==> src/hdl/sckq_pkg.sv <==
// Shared types, constants and scancode lookup for the scancode key queue.
package sckq_pkg;

    localparam int QUEUE_DEPTH_DEF = 16;
    localparam int CMDQ_DEPTH      = 2;

    localparam logic [7:0] SC_EXTENDED = 8'hE0;
    localparam logic [7:0] SC_PAUSE    = 8'hE1;
    localparam logic [6:0] SC_CODE_MASK = 7'h7F;
    localparam logic [7:0] SC_RELEASE  = 8'h80;
    localparam logic [6:0] SC_UP       = 7'h48;
    localparam logic [6:0] SC_DOWN     = 7'h50;
    localparam logic [6:0] SC_LEFT     = 7'h4B;
    localparam logic [6:0] SC_RIGHT    = 7'h4D;

    localparam logic [6:0] CH_UP    = 7'd1;
    localparam logic [6:0] CH_DOWN  = 7'd2;
    localparam logic [6:0] CH_LEFT  = 7'd3;
    localparam logic [6:0] CH_RIGHT = 7'd4;

    typedef enum logic {
        OP_BYTE = 1'b0,
        OP_READ = 1'b1
    } opcode_t;

    typedef struct packed {
        opcode_t    opcode;
        logic [7:0] scan_byte;
    } key_req_t;

    typedef struct packed {
        logic       key_valid;
        logic [6:0] key_code;
        logic [6:0] key_char;
        logic       key_down;
        logic       more_keys;
    } key_rsp_t;

    typedef enum logic {
        CMD_PUSH = 1'b0,
        CMD_READ = 1'b1
    } cmd_kind_t;

    typedef struct packed {
        logic [6:0] key_char;
        logic [6:0] key_code;
    } key_entry_t;

    typedef struct packed {
        cmd_kind_t  kind;
        key_entry_t entry;
    } queue_cmd_t;

    function automatic logic [6:0] ascii_lookup(input logic [6:0] code);
        logic [6:0] ch;
        unique case (code)
            7'd1:    ch = 7'h1B;
            7'd2:    ch = 7'h31;
            7'd3:    ch = 7'h32;
            7'd4:    ch = 7'h33;
            7'd5:    ch = 7'h34;
            7'd6:    ch = 7'h35;
            7'd7:    ch = 7'h36;
            7'd8:    ch = 7'h37;
            7'd9:    ch = 7'h38;
            7'd10:   ch = 7'h39;
            7'd11:   ch = 7'h30;
            7'd12:   ch = 7'h2D;
            7'd13:   ch = 7'h3D;
            7'd14:   ch = 7'h08;
            7'd15:   ch = 7'h09;
            7'd16:   ch = 7'h71;
            7'd17:   ch = 7'h77;
            7'd18:   ch = 7'h65;
            7'd19:   ch = 7'h72;
            7'd20:   ch = 7'h74;
            7'd21:   ch = 7'h79;
            7'd22:   ch = 7'h75;
            7'd23:   ch = 7'h69;
            7'd24:   ch = 7'h6F;
            7'd25:   ch = 7'h70;
            7'd26:   ch = 7'h5B;
            7'd27:   ch = 7'h5D;
            7'd28:   ch = 7'h0A;
            7'd30:   ch = 7'h61;
            7'd31:   ch = 7'h73;
            7'd32:   ch = 7'h64;
            7'd33:   ch = 7'h66;
            7'd34:   ch = 7'h67;
            7'd35:   ch = 7'h68;
            7'd36:   ch = 7'h6A;
            7'd37:   ch = 7'h6B;
            7'd38:   ch = 7'h6C;
            7'd39:   ch = 7'h3B;
            7'd40:   ch = 7'h27;
            7'd41:   ch = 7'h60;
            7'd43:   ch = 7'h5C;
            7'd44:   ch = 7'h7A;
            7'd45:   ch = 7'h78;
            7'd46:   ch = 7'h63;
            7'd47:   ch = 7'h76;
            7'd48:   ch = 7'h62;
            7'd49:   ch = 7'h6E;
            7'd50:   ch = 7'h6D;
            7'd51:   ch = 7'h2C;
            7'd52:   ch = 7'h2E;
            7'd53:   ch = 7'h2F;
            7'd55:   ch = 7'h2A;
            7'd57:   ch = 7'h20;
            default: ch = 7'h00;
        endcase
        return ch;
    endfunction

endpackage

==> src/hdl/sckq_ram.sv <==
// Generic single-write, single-read RAM with registered read data.
module sckq_ram
    #(
        parameter int WIDTH = 14,
        parameter int DEPTH = 16,
        localparam int ADDR_W = $clog2(DEPTH)
    )
    (
        input  logic              clk,
        input  logic              we,
        input  logic [ADDR_W-1:0] waddr,
        input  logic [WIDTH-1:0]  wdata,
        input  logic              re,
        input  logic [ADDR_W-1:0] raddr,
        output logic [WIDTH-1:0]  rdata
    );

    logic [WIDTH-1:0] mem [DEPTH];
    logic [WIDTH-1:0] rdata_reg;

    always_ff @(posedge clk)
    begin
        if (we)
        begin
            mem[waddr] <= wdata;
        end
        if (re)
        begin
            rdata_reg <= mem[raddr];
        end
    end

    assign rdata = rdata_reg;

endmodule

==> src/hdl/sckq_front.sv <==
// Front end: accepts beats, tracks the extended prefix and classifies keys.
module sckq_front
    import sckq_pkg::*;
    (
        input  logic       clk,
        input  logic       rst_n,
        input  logic       start,
        input  key_req_t   cmd,
        input  logic       full,
        output logic       busy,
        output logic       push,
        output queue_cmd_t push_cmd
    );

    logic       ext_reg;
    logic       ext_next;
    logic       accept;
    logic       is_ext;
    logic       is_pause;
    logic       is_release;
    logic [6:0] code;
    logic [6:0] ch;
    logic [6:0] arrow_ch;

    assign busy       = full;
    assign accept     = start && !busy;
    assign is_ext     = (cmd.scan_byte == SC_EXTENDED);
    assign is_pause   = (cmd.scan_byte == SC_PAUSE);
    assign is_release = ((cmd.scan_byte & SC_RELEASE) != 8'h00);
    assign code       = cmd.scan_byte[6:0] & SC_CODE_MASK;

    always_comb
    begin
        unique case (code)
            SC_UP:    arrow_ch = CH_UP;
            SC_DOWN:  arrow_ch = CH_DOWN;
            SC_LEFT:  arrow_ch = CH_LEFT;
            SC_RIGHT: arrow_ch = CH_RIGHT;
            default:  arrow_ch = 7'd0;
        endcase
    end

    assign ch = ext_reg ? arrow_ch : ascii_lookup(code);

    always_comb
    begin
        ext_next = ext_reg;
        push     = 1'b0;
        push_cmd = '{kind: CMD_READ, entry: '{key_char: ch, key_code: code}};
        if (accept)
        begin
            if (cmd.opcode == OP_READ)
            begin
                push = 1'b1;
            end
            else
            begin
                ext_next      = is_ext;
                push_cmd.kind = CMD_PUSH;
                push          = !is_ext && !is_pause && !is_release && (ch != 7'd0);
            end
        end
    end

    always_ff @(posedge clk or negedge rst_n)
    begin
        if (!rst_n)
        begin
            ext_reg <= 1'b0;
        end
        else
        begin
            ext_reg <= ext_next;
        end
    end

endmodule

==> src/hdl/sckq_cmdq.sv <==
// Short command queue between the front end and the key store back end.
module sckq_cmdq
    import sckq_pkg::*;
    (
        input  logic       clk,
        input  logic       rst_n,
        input  logic       push,
        input  queue_cmd_t push_cmd,
        output logic       full,
        input  logic       pop,
        output logic       pop_valid,
        output queue_cmd_t pop_cmd
    );

    localparam int PTR_W = $clog2(CMDQ_DEPTH);
    localparam int CNT_W = $clog2(CMDQ_DEPTH + 1);

    queue_cmd_t       slot_reg [CMDQ_DEPTH];
    logic [PTR_W-1:0] wr_ptr_reg;
    logic [PTR_W-1:0] wr_ptr_next;
    logic [PTR_W-1:0] rd_ptr_reg;
    logic [PTR_W-1:0] rd_ptr_next;
    logic [CNT_W-1:0] count_reg;
    logic [CNT_W-1:0] count_next;
    logic             do_push;
    logic             do_pop;

    assign full      = (count_reg == CNT_W'(CMDQ_DEPTH));
    assign pop_valid = (count_reg != '0);
    assign pop_cmd   = slot_reg[rd_ptr_reg];
    assign do_push   = push && !full;
    assign do_pop    = pop && pop_valid;

    always_comb
    begin
        wr_ptr_next = wr_ptr_reg;
        rd_ptr_next = rd_ptr_reg;
        count_next  = count_reg;
        if (do_push)
        begin
            wr_ptr_next = (wr_ptr_reg == PTR_W'(CMDQ_DEPTH - 1)) ? '0 : wr_ptr_reg + 1'b1;
        end
        if (do_pop)
        begin
            rd_ptr_next = (rd_ptr_reg == PTR_W'(CMDQ_DEPTH - 1)) ? '0 : rd_ptr_reg + 1'b1;
        end
        if (do_push && !do_pop)
        begin
            count_next = count_reg + 1'b1;
        end
        else if (do_pop && !do_push)
        begin
            count_next = count_reg - 1'b1;
        end
    end

    always_ff @(posedge clk)
    begin
        if (do_push)
        begin
            slot_reg[wr_ptr_reg] <= push_cmd;
        end
    end

    always_ff @(posedge clk or negedge rst_n)
    begin
        if (!rst_n)
        begin
            wr_ptr_reg <= '0;
            rd_ptr_reg <= '0;
            count_reg  <= '0;
        end
        else
        begin
            wr_ptr_reg <= wr_ptr_next;
            rd_ptr_reg <= rd_ptr_next;
            count_reg  <= count_next;
        end
    end

endmodule

==> src/hdl/sckq_back.sv <==
// Back end: ring queue of keys in RAM, pushes and reads with result register.
module sckq_back
    import sckq_pkg::*;
    #(
        parameter int QUEUE_DEPTH = QUEUE_DEPTH_DEF
    )
    (
        input  logic       clk,
        input  logic       rst_n,
        input  logic       cmd_valid,
        input  queue_cmd_t cmd,
        output logic       cmd_pop,
        output logic       done,
        output key_rsp_t   result
    );

    localparam int PTR_W = $clog2(QUEUE_DEPTH);
    localparam int KEY_W = $bits(key_entry_t);

    typedef enum logic [1:0] {
        ST_IDLE = 2'b01,
        ST_READ = 2'b10
    } state_t;

    state_t           state_reg;
    state_t           state_next;
    logic [PTR_W-1:0] wp_reg;
    logic [PTR_W-1:0] wp_next;
    logic [PTR_W-1:0] rp_reg;
    logic [PTR_W-1:0] rp_next;
    logic [PTR_W-1:0] wp_inc;
    logic [PTR_W-1:0] rp_inc;
    logic             valid_reg;
    logic             valid_next;
    logic             more_reg;
    logic             more_next;
    logic             done_reg;
    logic             done_next;
    key_rsp_t         result_reg;
    key_rsp_t         result_next;
    logic             ram_we;
    logic             ram_re;
    logic             empty;
    logic             full;
    key_entry_t       rd_entry;
    logic [KEY_W-1:0] ram_rdata;

    assign wp_inc   = (wp_reg == PTR_W'(QUEUE_DEPTH - 1)) ? '0 : wp_reg + 1'b1;
    assign rp_inc   = (rp_reg == PTR_W'(QUEUE_DEPTH - 1)) ? '0 : rp_reg + 1'b1;
    assign empty    = (wp_reg == rp_reg);
    assign full     = (wp_inc == rp_reg);
    assign rd_entry = key_entry_t'(ram_rdata);

    always_comb
    begin
        state_next  = state_reg;
        wp_next     = wp_reg;
        rp_next     = rp_reg;
        valid_next  = valid_reg;
        more_next   = more_reg;
        done_next   = 1'b0;
        result_next = result_reg;
        cmd_pop     = 1'b0;
        ram_we      = 1'b0;
        ram_re      = 1'b0;
        unique case (state_reg)
            ST_IDLE:
            begin
                if (cmd_valid)
                begin
                    cmd_pop = 1'b1;
                    if (cmd.kind == CMD_PUSH)
                    begin
                        if (!full)
                        begin
                            ram_we  = 1'b1;
                            wp_next = wp_inc;
                        end
                    end
                    else
                    begin
                        ram_re     = 1'b1;
                        valid_next = !empty;
                        if (!empty)
                        begin
                            rp_next   = rp_inc;
                            more_next = (wp_reg != rp_inc);
                        end
                        else
                        begin
                            more_next = 1'b0;
                        end
                        state_next = ST_READ;
                    end
                end
            end
            ST_READ:
            begin
                done_next             = 1'b1;
                result_next.key_valid = valid_reg;
                result_next.key_code  = valid_reg ? rd_entry.key_code : 7'd0;
                result_next.key_char  = valid_reg ? rd_entry.key_char : 7'd0;
                result_next.key_down  = valid_reg;
                result_next.more_keys = more_reg;
                state_next            = ST_IDLE;
            end
            default:
            begin
                state_next = ST_IDLE;
            end
        endcase
    end

    sckq_ram #(
        .WIDTH (KEY_W),
        .DEPTH (QUEUE_DEPTH)
    ) u_ram (
        .clk   (clk),
        .we    (ram_we),
        .waddr (wp_reg),
        .wdata (KEY_W'(cmd.entry)),
        .re    (ram_re),
        .raddr (rp_reg),
        .rdata (ram_rdata)
    );

    always_ff @(posedge clk)
    begin
        result_reg <= result_next;
        valid_reg  <= valid_next;
        more_reg   <= more_next;
    end

    always_ff @(posedge clk or negedge rst_n)
    begin
        if (!rst_n)
        begin
            state_reg <= ST_IDLE;
            wp_reg    <= '0;
            rp_reg    <= '0;
            done_reg  <= 1'b0;
        end
        else
        begin
            state_reg <= state_next;
            wp_reg    <= wp_next;
            rp_reg    <= rp_next;
            done_reg  <= done_next;
        end
    end

    assign done   = done_reg;
    assign result = result_reg;

endmodule

==> src/hdl/scancode_to_key_queue.sv <==
// Scancode set 1 decoder feeding a ring queue of keys; top level.
// An accepted read beat passes the command queue, the read state and the done register.
// The back end writes a key from idle; a read also passes its read state (RAM read port);
// a two-entry command queue lets bytes enter one per cycle until it fills.
// Reset clears pointers, the extended flag and the command queue at once;
// key store contents stay undefined, no clearing pass. Results cannot be stalled.
module scancode_to_key_queue
    import sckq_pkg::*;
    #(
        parameter int QUEUE_DEPTH = QUEUE_DEPTH_DEF
    )
    (
        input  logic     clk,
        input  logic     rst_n,
        input  logic     start,
        input  key_req_t cmd,
        output logic     busy,
        output logic     done,
        output key_rsp_t result
    );

    queue_cmd_t push_cmd;
    queue_cmd_t pop_cmd;
    logic       cmdq_push;
    logic       cmdq_full;
    logic       pop_valid;
    logic       pop;

    sckq_front u_front (
        .clk      (clk),
        .rst_n    (rst_n),
        .start    (start),
        .cmd      (cmd),
        .full     (cmdq_full),
        .busy     (busy),
        .push     (cmdq_push),
        .push_cmd (push_cmd)
    );

    sckq_cmdq u_cmdq (
        .clk       (clk),
        .rst_n     (rst_n),
        .push      (cmdq_push),
        .push_cmd  (push_cmd),
        .full      (cmdq_full),
        .pop       (pop),
        .pop_valid (pop_valid),
        .pop_cmd   (pop_cmd)
    );

    sckq_back #(
        .QUEUE_DEPTH (QUEUE_DEPTH)
    ) u_back (
        .clk       (clk),
        .rst_n     (rst_n),
        .cmd_valid (pop_valid),
        .cmd       (pop_cmd),
        .cmd_pop   (pop),
        .done      (done),
        .result    (result)
    );

endmodule

==> config.mk <==
export PLATFORM = sky130hd
export DESIGN_NAME = scancode_to_key_queue
export DESIGN_NICKNAME = d
export VERILOG_FILES = /design/src/hdl/sckq_pkg.sv /design/src/hdl/sckq_ram.sv /design/src/hdl/sckq_front.sv /design/src/hdl/sckq_cmdq.sv /design/src/hdl/sckq_back.sv /design/src/hdl/scancode_to_key_queue.sv
export SDC_FILE = /design/constraint.sdc
export NUM_CORES = 1
export LEC_CHECK = 0
export BUFFER_PORTS_ARGS = -buffer_cell sky130_fd_sc_hd__buf_2
export CAP_MARGIN = 40
export CORE_ASPECT_RATIO = 1.5
export CORE_MARGIN = 4
export CORE_UTILIZATION = 55
export DETAILED_ROUTE_END_ITERATION = 12
export PLACE_DENSITY = 0.72
export SETUP_SLACK_MARGIN = 0.5
export SLEW_MARGIN = 30
export SYNTH_ARGS = -nofsm -noshare
export SYNTH_HDL_FRONTEND = slang
export SYNTH_HIERARCHICAL = 1
export SYNTH_SLANG_ARGS = --single-unit
==> constraint.sdc <==
create_clock -name clk -period 4.1 [get_ports clk]
set_clock_uncertainty 0.2 [all_clocks]
set_input_delay 0.205 -clock clk [delete_from_list [all_inputs] [get_ports clk]]
set_output_delay 0.205 -clock clk [all_outputs]
set_load 0.005 [all_outputs]
==> results of run 1 <==
## power by group through the flow
stage / clock network (uW) / logic [uW] / registers [uW]
floorplan: 0 / 2130 / 4300
global placement: 0 / 2550 / 4440
detailed placement: 0 / 2640 / 4470
CTS: 2370 / 2670 / 4410
global route: 2480 / 2910 / 4450
finish: 2320 / 2670 / 4400
## cells in the mapped netlist (9+ instances only)
| cell | count | area (um^2) |
|---|---|---|
| edfxtp_1 | 286 | 8590 |
| nor2b_1 | 10 | 62.6 |
| nand2_1 | 29 | 109 |
| xnor2_1 | 17 | 149 |
| mux2_4 | 9 | 135 |
| buf_4 | 12 | 90.1 |
| nor2_1 | 27 | 101 |
| mux4_2 | 57 | 1280 |
| a22oi_1 | 30 | 225 |
| inv_1 | 14 | 52.6 |
| ha_1 | 15 | 188 |
| buf_6 | 11 | 124 |
| nand2b_1 | 12 | 75.1 |
| dfrtp_1 | 15 | 375 |
| clkbuf_1 | 10 | 37.5 |
| and2_1 | 14 | 87.6 |
| o21ai_0 | 9 | 45.0 |
## critical path: cells and delay by family
family,cells,cell delay (ns)
mux,1,0.46
compound gates,3,0.69
simple gates,3,0.33
buf+inv,5,1.29
fa+ha+maj,1,0.44
## layout by cell type, fill, tap and decap left out, types with 12 or more instances in the layout
cell / count
a22oi_1: 30
and2_1: 15
buf_2: 30
buf_4: 31
clkbuf_16: 27
dfrtp_1: 13
dlygate4sd3_1: 14
edfxtp_1: 286
ha_1: 14
inv_1: 14
mux4_2: 57
nand2_1: 29
nand2b_1: 12
nor2_1: 26
xnor2_1: 17
## through the flow
step	worst slack [ns]	util [%]	cells	hold slack, ns
floorplan	0.585	-	694	-0.291
global placement	0.577	58.2	988	-0.0666
detailed placement	0.604	58.2	988	-0.0564
CTS	0.637	62.4	1051	0.225
global route	0.515	62.7	1053	0.228
finish	0.686	62.7	1053	0.227
## worst paths after layout
kind                                          startpoint  cells after the start                               end  slack, ns
setup / recovery                                  cmd[0]                     13  u_cmdq/slot_reg[0][10]$_DFFE_PP_       0.69
hold / removal             u_back/more_reg$_SDFFCE_PP0P_                      0        u_back/result[0]$_DFFE_PP_       0.23
setup reg to reg            u_back/wp_reg[0]$_DFFE_PN0P_                      9  u_back/u_ram/mem[0][7]$_DFFE_PP_       0.84
hold reg to reg            u_back/more_reg$_SDFFCE_PP0P_                      0        u_back/result[0]$_DFFE_PP_       0.23
max in group asynchronous                          rst_n                      4      u_back/rp_reg[0]$_DFFE_PN0P_       2.02
min in group asynchronous                          rst_n                      3   u_back/state_reg[0]$_DFFE_PN1P_       0.51
## cell type report
| type | instances | area [um^2] |
|---|---|---|
| Timing Repair Buffer | 77 | 566 |
| Sequential cell | 302 | 8990 |
| Tap cell | 276 | 345 |
| Inverter | 15 | 56.3 |
| Clock buffer | 31 | 691 |
| Multi-Input combinational cell | 334 | 3360 |
| Clock inverter | 18 | 119 |
| Fill cell | 1528 | 8420 |
## per-layer routing
| metal | part of all wire, % | wire length, um | up-vias | track usage, % |
|---|---|---|---|---|
| met2 | 53 | 13600 | 235 | 36.1 |
| met5 | 0 | 0 | - | 0 |
| met3 | 5.2 | 1340 | 66 | 2.65 |
| li1 | - | - | 2889 | - |
| met1 | 37 | 9450 | 3366 | 24.1 |
| met4 | 4.7 | 1210 | 0 | 9.85 |
## cells by family after synthesis
logic type | after synthesis | share of synthesized area (%)
AO/OA/AOI/OAI | 88 | 5.18
XOR/XNOR | 20 | 1.38
adder cells (fa/ha/maj) | 15 | 1.48
buffers and inverters | 58 | 2.94
flip-flops | 302 | 70.9
multiplexers | 84 | 12.7
AND/OR/NAND/NOR | 127 | 5.42
## what timing repair did
action | CTS | global route
hold buffers | 14 | 0
resized for setup | 0 | 2
hold endpoints to repair | 34 | 0
endpoints found under the setup margin | 0 | 1
==> summary.md, run 1 <==
| Metric | Value |
|---|---|
| Total design power | `between 9000 and 10000 uW` |
| Slew margin rel. | `51.7%` |
| Crit path required time | `around 4 ns` |
| Net switching power of the design | `approximately 2800 uW` |
| Initial core utilization | `56.2%` |
| Remaining global-route overflow | `0` |
| Combinational fraction of design power | `28.4%` |
| Max reg flops | `224` |
| Total count of hold-check failures in the final report | `0` |
| 1st-iter DRT viols | `436` |
| Flops & latches, synth | `302` |
| Cells after Synth | `between 600 and 700` |
| Die width | `~130 um` |
| CP max stage delay | `0.52 ns` |
| Worst min-delay path category | `register to register` |
| Global-route wire length before repair | `between 30 and 40 mm` |
| Diode count | `0` |
| CTS Root Cell | `clkbuf_16` |
| Final Instance Area | `14100 um^2` |
| Netlist cell types | `75` |
| Initial antenna violation count | `0` |
| Total routing resource utilization after global routing | `about a fifth` |
| Final critical-path required period | `3.41 ns` |
| Number of primary I/O pins | `31` |
| Number of warnings printed during yosys synthesis | `6` |
| H-tree lvl count | `1` |
| Syn nets | `approximately 700` |
| # port buffers | `30` |
| Fraction of layout instances using a drive strength above 1 | `25.5%` |
| Leakage power total | `between 0.004 and 0.005 uW` |
| Clock tree sinks | `302` |
| Unrepaired setup endpoints after global routing | `false` |
| Power Density | `664 nW/um^2` |
| Detail-routed via count per cell | `6.23` |
| Arrival time of the worst setup path | `3.42 ns` |
| Status | `finished, final reports clean` |
| Maximum vdd drop | `0.391 mV` |
| Buffer depth of the longest clock path | `3` |
| Proportion of synthesized chip area in sequential cells | `70.9%` |
| Reg clk slew, reported paths | `0.07 ns` |
| Slowest cell on the critical path | `dlygate4sd3_1` |
| Critical Path, Cell by Cell | `dlygate4sd3_1 > buf_2 > inv_1 > ha_2 > inv_1 > mux4_2 > a211oi_2 > o21a_2 > nor4bb_2 > a221oi_2 > nand2_1 > nor2_1 > buf_4` |
| DRT antenna net count | `0` |
| Total setup violations reported at the end of the flow | `0` |
| Wire length reported by the detailed router | `25.6 mm` |
| Sort of element at the end of the critical path | `register` |
| Sequential cell fraction of total power | `46.9%` |
| Cell seen most often among critical-path stages | `inv_1` |
| Pin count of the biggest net entering global routing | `62` |
| Number of buffers added by the clock tree synthesis step | `27` |
| TritonCTS clock tree | `built` |
| Die height | `194 um` |
| # DRC | `0` |
| Post-route fraction of the period consumed by the critical path | `83.3%` |
| Least-Margin Pin Slew | `0.724 ns` |
| Post-synth EDFFs | `286` |
| Area of the die | `25600 um^2` |
| Via count of the first global-routing pass | `approximately 7000` |
| Async set or reset register ratio after synthesis | `5.30%` |
| Category of the worst setup path launch point | `input pin` |
| Clock network power share | `24.7%` |
| Layout Nets | `just under 800` |
| Post-CTS Setup Bufs | `0` |
| Switching power share of the total | `29.8%` |
| Highest net fanout along the worst path | `15` |
| Cell internal pwr | `6590 uW` |
| Mean Syn Cell Area | `approximately 18 um^2` |
| Source-to-sink clock delay at the later pin of the worst-skew pair | `0.55 ns` |
| Detailed-placement wirelength estimate | `16.6 mm` |
| Critical Setup Path Class | `input pin to register` |
| Placer Congestion | `slightly below 0.9` |
| Total iterations of the first detailed-routing run | `5` |
| Area of the mapped netlist | `12700 um^2` |
| Core region area | `approximately 23000 um^2` |
| Max-slew violation total from the final report | `0` |
| Setup TNS after final layout | `0 ns` |
| Drt wl/cell | `24.3 um` |
| Placed cell areas | `13100 um^2` |
| Highest achievable clock rate | `293 MHz` |
| Vias | `6556` |
| Number of max-cap violations | `0` |
| Number of placement rows | `between 60 and 70` |
| Most instantiated flip-flop cell in the synthesis netlist | `edfxtp_1` |
| Signed area change from the synthesized netlist to the final layout | `11.4%` |
Note: power is estimated with default switching activity, not from simulation.
==> run 2: changes to the inputs <==
clock period = 3.2 ns   (was 4.1 ns; I/O delays follow)
==> run 2 against run 1 <==
Setup slack worse by 0.29 ns; register-to-register slack got worse by 0.44 ns; first-iteration DRC count is 2.5% higher; final area grew 4.4%; critical path type is now register to register; largest power group unchanged.
==> summary.md, run 2 (synthesized netlist as in run 1, its figures left out) <==
| Metric | Value |
|---|---|
| Placer Congestion | `0.881` |
| Remaining global-route overflow | `0` |
| 1st-iter DRT viols | `447` |
| Number of primary I/O pins | `31` |
| Combinational fraction of design power | `31.9%` |
| Total iterations of the first detailed-routing run | `5` |
| Wire length reported by the detailed router | `26.0 mm` |
| Fraction of layout instances using a drive strength above 1 | `31.4%` |
| Critical Setup Path Class | `register to register` |
| Vias | `6705` |
| Switching power share of the total | `29.7%` |
| Buffer depth of the longest clock path | `3` |
| Clock tree sinks | `302` |
| Core region area | `22600 um^2` |
| Category of the worst setup path launch point | `register` |
| Power Density | `between 800 and 900 nW/um^2` |
| Initial antenna violation count | `0` |
| Die height | `194 um` |
| # DRC | `0` |
| Status | `finished, final reports clean` |
| Hold slack | `between 0.07 and 0.08 ns` |
| Number of max-cap violations | `0` |
| Most common library cell in the layout ignoring fill and taps | `edfxtp_1` |
| Leading cell types in the layout, fill and taps excluded | `edfxtp_1 (286), mux4_2 (57), buf_4 (40), buf_2 (30), a22oi_1 (30)` |
| Net switching power of the design | `3710 uW` |
| Drt wl/cell | `roughly 24 um` |
| Leakage power total | `0.00496 uW` |
| Reg clk slew, reported paths | `0.06 ns` |
| Layout Cells excl Fill | `1082` |
| Worst min-delay path category | `input pin to register` |
| Global-route wire length before repair | `40.4 mm` |
| Unrepaired setup endpoints after global routing | `true` |
| Area taken by multi-input logic gates | `3530 um^2` |
| Sequential cell fraction of total power | `44.2%` |
| Register-to-register setup slack | `0.40 ns` |
| Detail-routed via count per cell | `6.20` |
| Flip-flop and latch area | `9000 um^2` |
| Fillcell total | `1475` |
| Clock network power share | `23.9%` |
| Diode count | `0` |
| DRT antenna net count | `0` |
| Instance count after placement with tap cells included | `1000` |
| Critical R2R Launch | `u_front/ext_reg$_DFFE_PN0P_` |
| Number of buffers added by the clock tree synthesis step | `26` |
| Final critical-path required period | `roughly 2.8 ns` |
| H-tree lvl count | `1` |
| Highest achievable clock rate | `357 MHz` |
| Cell internal pwr | `8750 uW` |
| Crit path from | `u_front/ext_reg$_DFFE_PN0P_` |
| Pin count of the biggest net entering global routing | `63` |
| Placed cell areas | `13500 um^2` |
| Area of the die | `25600 um^2` |
| Max reg flops | `roughly 220` |
| Total setup violations reported at the end of the flow | `0` |
| Arrival time of the worst setup path | `between 2 and 3 ns` |
| CTS Root Cell | `clkbuf_16` |
| Number of placement rows | `67` |
| Maximum vdd drop | `0.588 mV` |
| Sort of element at the end of the critical path | `register` |
| Layout Nets | `814` |
| Last element of the critical path | `u_cmdq/slot_reg[0][3]$_DFFE_PP_` |
| Via count of the first global-routing pass | `7025` |
| Die width | `132 um` |
| Worst reg2reg path depth | `11` |
| Initial core utilization | `56.2%` |
| Max-slew violation total from the final report | `0` |
| Total routing resource utilization after global routing | `20.3%` |
| Post-route fraction of the period consumed by the critical path | `87.6%` |
| Critical register-to-register path endpoint | `u_cmdq/slot_reg[0][3]$_DFFE_PP_` |
| Total count of hold-check failures in the final report | `0` |
| Crit path required time | `3.25 ns` |
| Final Instance Area | `around 15000 um^2` |
| Detailed-placement wirelength estimate | `roughly 16 mm` |
| Worst hold path depth | `7` |
| # port buffers | `30` |
| Least-Margin Pin Slew | `0.842 ns` |
| Signed area change from the synthesized netlist to the final layout | `16.3%` |
| Slew margin rel. | `43.8%` |
| TritonCTS clock tree | `built` |
| Final core occ | `65.4%` |
| Source-to-sink clock delay at the later pin of the worst-skew pair | `roughly 0.53 ns` |
| Highest net fanout along the worst path | `7` |
run 2: cell count changes in the layout (fill, tap and decap cells not counted), sizes merged:
cell	before	now
buf	63	92
clkbuf	31	36
clkinv	12	9
inv	17	15
bufinv	1	2
clkinvlp	3	2
run 2: critical path: stages (launching register included):
cell and delay [ns]:
dfrtp_1 0.43, or2_4 0.28, a2111oi_4 0.23, a22o_1 0.22
nor2_1 0.05, nor4bb_2 0.16, buf_4 0.15, a221oi_4 0.26
nand2_2 0.10, buf_6 0.13, nor2_4 0.13, clkbuf_16 0.17
run 2: repair_timing:
item | CTS | global route
buffers inserted | 13 | 4
gates cloned | 2 | 1
hold buffers | 14 | 0
hold endpoints to repair | 32 | 0
endpoints found under the setup margin | 251 | 169
gates resized for setup | 15 | 13
pin swaps | 12 | 2
run 2: cell type report:
cell class                      count  area share [%]
Timing Repair Buffer              108            6.85
Inverter                           15           0.433
Tap cell                          276            2.34
Clock inverter                     13           0.831
Multi-Input combinational cell    334            23.9
Sequential cell                   302            61.0
Clock buffer                       34            4.61
run 2: stage by stage:
step	worst slack, ns	setup TNS [ns]	total power, uW
after CTS	0.455	0	12500
after global routing	0.295	0	13100
after global placement	0.0714	0	9160
after floorplan	0.328	0	8340
after detailed placement	-0.00643	-0.0804	9310
final	0.396	0	12500
run 2: worst min-delay path by stage:
stage	slack (ns)	startpoint	to
6_report	0.08	start	u_cmdq/wr_ptr_reg$_DFFE_PN0N_
5_1_grt	0.09	start	u_cmdq/wr_ptr_reg$_DFFE_PN0N_
4_1_cts	0.05	start	u_cmdq/wr_ptr_reg$_DFFE_PN0N_
3_5_place_dp	-0.1	rst_n	u_back/done$_DFF_PN0_
3_3_place_gp	-0.10	rst_n	u_back/rp_reg[2]$_DFFE_PN0P_
2_1_floorplan	-0.34	rst_n	u_back/done$_DFF_PN0_
run 2: metal layers:
metal,GRT usage [%],up-vias,part of all wire [%]
li1,-,2947,-
met4,7.36,0,3.1
met3,1.79,56,4.4
met1,25.0,3432,37
met2,37.4,270,55
met5,0,-,0
run 2: power groups by stage:
stage | combinational, uW | clock [uW] | sequential [uW]
final | 3970 | 2970 | 5510
after global routing | 4310 | 3210 | 5550
after CTS | 3920 | 3030 | 5510
after detailed placement | 3650 | 0 | 5650
after global placement | 3550 | 0 | 5620
after floorplan | 2810 | 0 | 5540
